`src/design/rpo_pkg.sv`:
```
// Shared types, constants and helpers for the RGB pixel point-operation pipeline.
`default_nettype none
package rpo_pkg;

	typedef enum logic [3:0] {
		MODE_ADD    = 4'd0,
		MODE_SUB    = 4'd1,
		MODE_SCALE  = 4'd2,
		MODE_DIV    = 4'd3,
		MODE_GRAY_R = 4'd4,
		MODE_GRAY_G = 4'd5,
		MODE_GRAY_B = 4'd6,
		MODE_LUMA   = 4'd7,
		MODE_SEPIA  = 4'd8,
		MODE_ORANGE = 4'd9
	} mode_t;

	localparam logic [3:0] CFG_MODE      = 4'd0;
	localparam logic [3:0] CFG_MAX_VALUE = 4'd1;
	localparam logic [3:0] CFG_SCALE     = 4'd2;
	localparam logic [3:0] CFG_DIVISOR   = 4'd3;

	localparam logic [7:0]  MAX_VALUE_RST = 8'd1;
	localparam logic [15:0] SCALE_RST     = 16'd256;
	localparam logic [15:0] DIVISOR_RST   = 16'd256;

	// numerator and remainder width: worst case is scale mode, 255 * 32767
	localparam int NUM_W  = 25;
	localparam int COEF_W = 15;
	localparam int PROD_W = 23;

	localparam logic [COEF_W-1:0] LUMA_K [3] = '{15'd2126, 15'd7152, 15'd722};
	localparam logic [COEF_W-1:0] SEPIA_K [3][3] = '{
		'{15'd393, 15'd769, 15'd189},
		'{15'd349, 15'd686, 15'd168},
		'{15'd272, 15'd534, 15'd131}
	};
	localparam logic [COEF_W-1:0] ORANGE_K [3][3] = '{
		'{15'd4, 15'd2, 15'd0},
		'{15'd4, 15'd2, 15'd0},
		'{15'd0, 15'd0, 15'd1}
	};
	localparam logic [15:0] ORANGE_DEN [3] = '{16'd3, 16'd6, 16'd2};

	localparam logic [15:0] DEN_ONE   = 16'd1;
	localparam logic [15:0] DEN_Q8    = 16'd256;
	localparam logic [15:0] DEN_LUMA  = 16'd10000;
	localparam logic [15:0] DEN_SEPIA = 16'd1000;

	// one channel in flight through the restoring divider
	typedef struct packed {
		logic [NUM_W-1:0] rem;
		logic [15:0]      den;
		logic [7:0]       quo;
		logic             ovf;
	} chan_t;

	// one restoring step: try to take den << k out of the remainder
	function automatic chan_t div_step(chan_t c, logic [2:0] k);
		chan_t            r;
		logic [NUM_W-1:0] dsh;
		r   = c;
		dsh = {{(NUM_W-16){1'b0}}, c.den} << k;
		if (c.rem >= dsh) begin
			r.rem    = c.rem - dsh;
			r.quo[k] = 1'b1;
		end
		return r;
	endfunction

endpackage
`default_nettype wire

```
`src/design/rgb_pixel_point_ops.sv`:
```
// Throughput: one pixel per cycle unless m_axis_tready holds the output back; seven
// stages: multiply, sum, then five stages of the eight-step restoring divider (one
// quotient bit in the first and last, two in between).
// Each stage advances on its own, so bubbles close up while the output stalls.
// Reset: mode add, max_value 1, scale 1.0, divisor 1.0; pipeline empties.
`default_nettype none
module rgb_pixel_point_ops (
	input  wire logic        clk,
	input  wire logic        arst_n,
	// a_red, a_green, a_blue, b_red, b_green, b_blue from bit 0 up
	input  wire logic [47:0] s_axis_tdata,
	input  wire logic        s_axis_tvalid,
	output logic             s_axis_tready,
	// out_red, out_green, out_blue from bit 0 up
	output logic [23:0]      m_axis_tdata,
	output logic             m_axis_tvalid,
	input  wire logic        m_axis_tready,
	input  wire logic        cfg_valid,
	output logic             cfg_ready,
	input  wire logic [3:0]  cfg_index,
	input  wire logic [15:0] cfg_data
);

	localparam int NW = rpo_pkg::NUM_W;
	localparam int CW = rpo_pkg::COEF_W;
	localparam int PW = rpo_pkg::PROD_W;

	// configuration registers
	rpo_pkg::mode_t mode_q;
	logic [7:0]     max_q;
	logic [15:0]    scale_q;
	logic [15:0]    div_q;

	assign cfg_ready = 1'b1;

	always_ff @(posedge clk or negedge arst_n) begin
		if (!arst_n) begin
			mode_q  <= rpo_pkg::MODE_ADD;
			max_q   <= rpo_pkg::MAX_VALUE_RST;
			scale_q <= rpo_pkg::SCALE_RST;
			div_q   <= rpo_pkg::DIVISOR_RST;
		end else if (cfg_valid && cfg_ready) begin
			unique case (cfg_index)
				rpo_pkg::CFG_MODE: mode_q <= rpo_pkg::mode_t'(cfg_data[3:0]);
				rpo_pkg::CFG_MAX_VALUE: begin
					// zero is not a legal limit; keep the old one
					if (cfg_data[7:0] != 8'd0)
						max_q <= cfg_data[7:0];
				end
				rpo_pkg::CFG_SCALE:   scale_q <= cfg_data;
				rpo_pkg::CFG_DIVISOR: div_q   <= cfg_data;
				default: ;
			endcase
		end
	end

	// stage handshake
	logic vld_s1, vld_s2, vld_s3, vld_s4, vld_s5, vld_s6, vld_s7;
	logic [7:1] adv;

	assign adv[7] = !vld_s7 || m_axis_tready;
	assign adv[6] = !vld_s6 || adv[7];
	assign adv[5] = !vld_s5 || adv[6];
	assign adv[4] = !vld_s4 || adv[5];
	assign adv[3] = !vld_s3 || adv[4];
	assign adv[2] = !vld_s2 || adv[3];
	assign adv[1] = !vld_s1 || adv[2];

	assign s_axis_tready = adv[1];

	always_ff @(posedge clk or negedge arst_n) begin
		if (!arst_n) begin
			vld_s1 <= 1'b0;
			vld_s2 <= 1'b0;
			vld_s3 <= 1'b0;
			vld_s4 <= 1'b0;
			vld_s5 <= 1'b0;
			vld_s6 <= 1'b0;
			vld_s7 <= 1'b0;
		end else begin
			if (adv[1]) vld_s1 <= s_axis_tvalid;
			if (adv[2]) vld_s2 <= vld_s1;
			if (adv[3]) vld_s3 <= vld_s2;
			if (adv[4]) vld_s4 <= vld_s3;
			if (adv[5]) vld_s5 <= vld_s4;
			if (adv[6]) vld_s6 <= vld_s5;
			if (adv[7]) vld_s7 <= vld_s6;
		end
	end

	// stage 1: every mode becomes sum(coef * a) + extra over a denominator
	logic [2:0][7:0]          pix_a, pix_b;
	logic [2:0][2:0][CW-1:0]  coef;
	logic [2:0][8:0]          extra;
	logic [2:0][15:0]         den;
	logic                     zdiv;
	logic                     sf_pos;

	assign pix_a  = s_axis_tdata[23:0];
	assign pix_b  = s_axis_tdata[47:24];
	assign sf_pos = !scale_q[15] && (scale_q != 16'd0);

	always_comb begin
		coef  = '0;
		extra = '0;
		den   = {3{rpo_pkg::DEN_ONE}};
		zdiv  = 1'b0;
		unique case (mode_q)
			rpo_pkg::MODE_ADD: begin
				for (int c = 0; c < 3; c++)
					extra[c] = {1'b0, pix_a[c]} + {1'b0, pix_b[c]};
			end
			rpo_pkg::MODE_SUB: begin
				for (int c = 0; c < 3; c++)
					extra[c] = (pix_a[c] > pix_b[c]) ? {1'b0, pix_a[c] - pix_b[c]} : 9'd0;
			end
			rpo_pkg::MODE_SCALE: begin
				// negative or zero factor leaves the coefficients at zero
				for (int c = 0; c < 3; c++) begin
					if (sf_pos)
						coef[c][c] = scale_q[CW-1:0];
					den[c] = rpo_pkg::DEN_Q8;
				end
			end
			rpo_pkg::MODE_DIV: begin
				for (int c = 0; c < 3; c++) begin
					coef[c][c] = CW'(rpo_pkg::DEN_Q8);
					den[c]     = div_q;
				end
				zdiv = (div_q == 16'd0);
			end
			rpo_pkg::MODE_GRAY_R: begin
				for (int c = 0; c < 3; c++)
					coef[c][0] = CW'(1);
			end
			rpo_pkg::MODE_GRAY_G: begin
				for (int c = 0; c < 3; c++)
					coef[c][1] = CW'(1);
			end
			rpo_pkg::MODE_GRAY_B: begin
				for (int c = 0; c < 3; c++)
					coef[c][2] = CW'(1);
			end
			rpo_pkg::MODE_LUMA: begin
				for (int c = 0; c < 3; c++) begin
					for (int j = 0; j < 3; j++)
						coef[c][j] = rpo_pkg::LUMA_K[j];
					den[c] = rpo_pkg::DEN_LUMA;
				end
			end
			rpo_pkg::MODE_SEPIA: begin
				for (int c = 0; c < 3; c++) begin
					for (int j = 0; j < 3; j++)
						coef[c][j] = rpo_pkg::SEPIA_K[c][j];
					den[c] = rpo_pkg::DEN_SEPIA;
				end
			end
			rpo_pkg::MODE_ORANGE: begin
				for (int c = 0; c < 3; c++) begin
					for (int j = 0; j < 3; j++)
						coef[c][j] = rpo_pkg::ORANGE_K[c][j];
					den[c] = rpo_pkg::ORANGE_DEN[c];
				end
			end
			default: ;
		endcase
	end

	logic [2:0][2:0][PW-1:0] prod_s1;
	logic [2:0][8:0]         extra_s1;
	logic [2:0][15:0]        den_s1;
	logic                    zdiv_s1;

	always_ff @(posedge clk) begin
		if (adv[1]) begin
			for (int c = 0; c < 3; c++)
				for (int j = 0; j < 3; j++)
					prod_s1[c][j] <= PW'(pix_a[j]) * PW'(coef[c][j]);
			extra_s1 <= extra;
			den_s1   <= den;
			zdiv_s1  <= zdiv;
		end
	end

	// stage 2: numerator sum
	logic [2:0][NW-1:0] num_s2;
	logic [2:0][15:0]   den_s2;
	logic               zdiv_s2;

	always_ff @(posedge clk) begin
		if (adv[2]) begin
			for (int c = 0; c < 3; c++)
				num_s2[c] <= NW'(prod_s1[c][0]) + NW'(prod_s1[c][1])
					+ NW'(prod_s1[c][2]) + NW'(extra_s1[c]);
			den_s2  <= den_s1;
			zdiv_s2 <= zdiv_s1;
		end
	end

	// stage 3: overflow check (quotient would pass 255) and quotient bit 7
	rpo_pkg::chan_t [2:0] ent, st3;

	always_comb begin
		for (int c = 0; c < 3; c++) begin
			ent[c].rem = num_s2[c];
			ent[c].den = den_s2[c];
			ent[c].quo = '0;
			ent[c].ovf = zdiv_s2
				|| (num_s2[c] >= ({{(NW-16){1'b0}}, den_s2[c]} << 8));
			st3[c] = rpo_pkg::div_step(ent[c], 3'd7);
		end
	end

	rpo_pkg::chan_t [2:0] ch_s3, ch_s4, ch_s5, ch_s6;

	always_ff @(posedge clk) begin
		if (adv[3]) ch_s3 <= st3;
		if (adv[4]) begin
			for (int c = 0; c < 3; c++)
				ch_s4[c] <= rpo_pkg::div_step(rpo_pkg::div_step(ch_s3[c], 3'd6), 3'd5);
		end
		if (adv[5]) begin
			for (int c = 0; c < 3; c++)
				ch_s5[c] <= rpo_pkg::div_step(rpo_pkg::div_step(ch_s4[c], 3'd4), 3'd3);
		end
		if (adv[6]) begin
			for (int c = 0; c < 3; c++)
				ch_s6[c] <= rpo_pkg::div_step(rpo_pkg::div_step(ch_s5[c], 3'd2), 3'd1);
		end
	end

	// stage 7: last quotient bit, clamp, output register
	rpo_pkg::chan_t [2:0] fin;
	logic [2:0][7:0]      res;

	always_comb begin
		for (int c = 0; c < 3; c++) begin
			fin[c] = rpo_pkg::div_step(ch_s6[c], 3'd0);
			if (fin[c].ovf || (fin[c].quo > max_q))
				res[c] = max_q;
			else
				res[c] = fin[c].quo;
		end
	end

	logic [2:0][7:0] pix_s7;

	always_ff @(posedge clk) begin
		if (adv[7]) pix_s7 <= res;
	end

	assign m_axis_tdata  = pix_s7;
	assign m_axis_tvalid = vld_s7;

endmodule
`default_nettype wire
```
`config.mk`:
```
export PLATFORM = sky130hd
export DESIGN_NAME = rgb_pixel_point_ops
export DESIGN_NICKNAME = d
export VERILOG_FILES = /design/src/design/rpo_pkg.sv /design/src/design/rgb_pixel_point_ops.sv
export SDC_FILE = /design/constraint.sdc
export NUM_CORES = 2
export LEC_CHECK = 0
export CAP_MARGIN = 20
export CORE_MARGIN = 2
export CORE_UTILIZATION = 58
export CTS_CLUSTER_DIAMETER = 150
export DETAILED_ROUTE_END_ITERATION = 10
export DONT_BUFFER_PORTS = 1
export HOLD_SLACK_MARGIN = 0.1
export PLACE_DENSITY = 0.76
export SYNTH_ARGS = -nofsm -noshare
export SYNTH_HDL_FRONTEND = slang
export SYNTH_SLANG_ARGS = --single-unit
```
`constraint.sdc`:
```
create_clock -name clk -period 13.7 [get_ports clk]
set_input_delay 1.37 -clock clk [delete_from_list [all_inputs] [get_ports clk]]
set_output_delay 1.37 -clock clk [all_outputs]
set_load 0.02 [all_outputs]
```
==> flow_summary.yaml <==
setup_path:
  worstRegToRegCells: 24
  worstSetupPathType: "flop to flop"
  crit_slowest_cell: "o21ai_0"
  cp-end-kind: "flop"
  crit_path_max_incr_delay_ns: 0.62
  setup.worst_path.end: "ch_s6[49]$_DFFE_PP_"
  worstReg2RegEnd: "ch_s6[49]$_DFFE_PP_"
  cp_data_arrival_time_ns: 7.97
  path_delay_family: "compound AO/OA/AOI/OAI gates"
  cp_max_fo: 39
  cp.buffers_inverters: 4
  reg2reg_from: "ch_s5[17]$_DFFE_PP_"
  critical_path_required_ns: 14.17
  cp_cell_sequence: "inv_1, ha_1, a211oi_1, o31ai_1, a211oi_1, o31a_1, nand2_1, nor2_1, buf_4, clkinv_1, o21ai_0, fa_1, nand2b_1, a21oi_1, o41ai_1, nor3_1, o31a_1, o21ai_0, nand2b_1, a31o_2, nor3_2, buf_4, a2111oi_0, xnor2_1"
  path_depth: 24
  start_kind: "flop"
  critPathLaunch: "ch_s5[17]$_DFFE_PP_"
  ff2ff_setup_slack_ns: 6.20
drt:
  viasPerCell: 5.998
  wire_per_inst_um: 21.80
  num_vias: 60990
  ant_nets: 0
  drc: 0
  drtIter0Drc: 4844
  routed_wl_um: 221600
  dr.pass1.iters: 6
cts:
  htree_levels: 3
  cts_made_buffers: 95
  clk_pin_slew_worst_paths_ns: 0.06
  cts_setup_buffers: 0
  insertion_delay_ns: 0.74
  postCtsResizedCells: 0
  hold_buffers: 0
  clk_path_buf_depth: 3
  root_buffer: "clkbuf_16"
  clock_sinks: 839
  cts_tree: "yes"
floorplan:
  die_h_um: 379.3
  io_pins: 100
  die_area_um2: 143900
  rows: 137
  coreArea_um2: 139700
  die_w_um: 379.3
  initial_core_util_pct: 58.47
synthesis:
  yosys_register_bits: 839
  yosysWarnings: 0
  synth_area_leader_cell: "edfxtp_1"
  synth_ff_type: "edfxtp_1"
  async_flop_share_pct: 6.079
  netlist_instances: 8202
  yosysSeqAreaShare_pct: 30.53
  yosys.area.top_type_share_pct: 28.97
  syn_area_um2: 81690
  synth.avg_cell_area_um2: 9.959
  synth_fp_nets: 9894
  synth_cell_types: 103
  synth_edf_count: 788
  synth_area_leaders: "edfxtp_1 29%, ha_1 16%, fa_1 14%"
final_layout:
  seq_area_um2: 24940
  drive_gt1_share_pct: 5.776
  multi_input_area_um2: 52470
  layout.cells.non_filler: 10170
  syn2layout_area_growth_pct: 6.854
  final_nets: 9885
  n_fill_cell: 11200
outcome:
  status: "completed"
placed_design:
  io_buffers: 0
  dp.final_hpwl_um: 180000
  dp_cells: 9968
  place_congestion: 0.9699
global_routing:
  grt_pass1_wl_um: 343000
  track_usage_pct: 31.11
  grt_max_degree: 150
  grt-ovfl-total: 0
  grt_antenna_before_repair: 16
  grt_pass1_vias: 61110
sta:
  period_minus_slack_ns: 7.501
  finClkSkew_ns: 0.04407
  rsz0062_at_grt: "no"
  fmax_ghz: 0.1333
  fin_crit_sh_pct: 54.75
  holdWs_ns: 0.3234
  max_slew_margin_pct: 24.41
  drv_slew: 0
  tns_ns: 0
  setup_viol: 0
  hold_viol_final: 0
  worstMarginPinSlew_ns: 1.122
run:
  maxCapViolations: 0
min_path:
  hold_class: "primary input to async pin"
placed cells by master, fill, tap and decap left out, types with 21 or more instances in the layout:
cell type and count:
ha_1 1054, inv_1 988, edfxtp_1 788, fa_1 565, nand2_1 559, a21oi_1 539
nor2_1 473, o21ai_0 446, xnor2_1 343, and2_1 201, nor2b_1 194, a21o_1 163
mux2_2 138, xor2_1 128, nor3_1 126, nand2b_1 114, o21a_1 98, clkbuf_16 96
nand3_1 95, nand4_1 94, and3_1 87, or2_2 69, nor4_1 66, o21bai_1 65
buf_4 59, a211oi_1 51, o31ai_1 49, dfrtp_1 48, a31oi_1 47, or3_1 46
a21boi_0 36, o211ai_1 29, mux2i_1 26, o22ai_1 22, or4_1 22, clkinv_2 21
kinds of logic (layout without fill, tap and decap cells):
logic type | Yosys count | in the layout | synth area share, %
simple gates | 2230 | 2230 | 13.80
compound gates | 1716 | 1716 | 13.00
fa+ha+maj | 1619 | 1619 | 29.99
buf+inv | 1161 | 1234 | 5.379
flops | 839 | 839 | 30.53
xor+xnor | 471 | 471 | 5.050
mux | 165 | 165 | 2.239
other cells | 1 | 18 | 0.004591
final cells by class:
| class | instances | area share [%] |
|---|---|---|
| Multi-Input combinational cell | 6202 | 60.11 |
| Tap cell | 1876 | 2.689 |
| Sequential cell | 839 | 28.58 |
| Inverter | 993 | 4.273 |
| Clock buffer | 112 | 2.844 |
| Antenna cell | 17 | 0.04874 |
| Clock inverter | 67 | 0.8844 |
| Timing Repair Buffer | 62 | 0.5748 |
cell usage after synthesis (114+ instances only):
| master | instances |
|---|---|
| a21o_1 | 163 |
| a21oi_1 | 540 |
| and2_1 | 201 |
| clkbuf_1 | 148 |
| edfxtp_1 | 788 |
| fa_1 | 565 |
| ha_1 | 1054 |
| inv_1 | 989 |
| mux2_2 | 138 |
| nand2_1 | 561 |
| nand2b_1 | 114 |
| nor2_1 | 474 |
| nor2b_1 | 194 |
| nor3_1 | 131 |
| o21ai_0 | 446 |
| xnor2_1 | 343 |
| xor2_1 | 128 |
stage by stage:
stage	utilization, %	instance area [µm²]	worst slack, ns
3_5_place_dp	60.08	83940	6.420
6_report	62.48	87290	6.199
4_1_cts	62.41	87190	6.347
3_3_place_gp	60.08	83940	6.445
2_1_floorplan	-	81690	0.07404
5_1_grt	62.45	87250	5.744
layer usage:
metal	vias up	GRT usage (%)	wire, µm
met5	-	0	59
met4	8	20.25	16930
met3	601	4.787	13280
met2	2034	53.24	106500
met1	29550	36.37	84850
li1	28790	-	-
worst min path at each step:
stage / from / end / cells after the start
final: arst_n / m_axis_tvalid$_DFFE_PN0P_ / 0
after global routing: arst_n / m_axis_tvalid$_DFFE_PN0P_ / 0
after CTS: arst_n / m_axis_tvalid$_DFFE_PN0P_ / 0
after detailed placement: ch_s4[106]$_SDFFCE_PN1P_ / ch_s5[106]$_DFFE_PP_ / 0
after global placement: den_s1[14]$_SDFFCE_PN0P_ / den_s2[14]$_DFFE_PP_ / 0
after floorplan: ch_s3[0]$_DFFE_PP_ / ch_s4[0]$_DFFE_PP_ / 0
state kept, by name, indices dropped and copies added, names as in the netlist, 4 cells and up:
register / flops
ch_s3: 99
ch_s4: 105
ch_s5: 111
ch_s6: 117
den_s1: 18
den_s2: 18
div_q: 16
ent: 74
extra_s1: 27
m_axis_tdata: 24
max_q: 8
mode_q: 4
prod_s1: 193
scale_q: 16
Power is not shown: default switching activity piles up to over one toggle a cycle in this logic, so the estimate is an artifact.
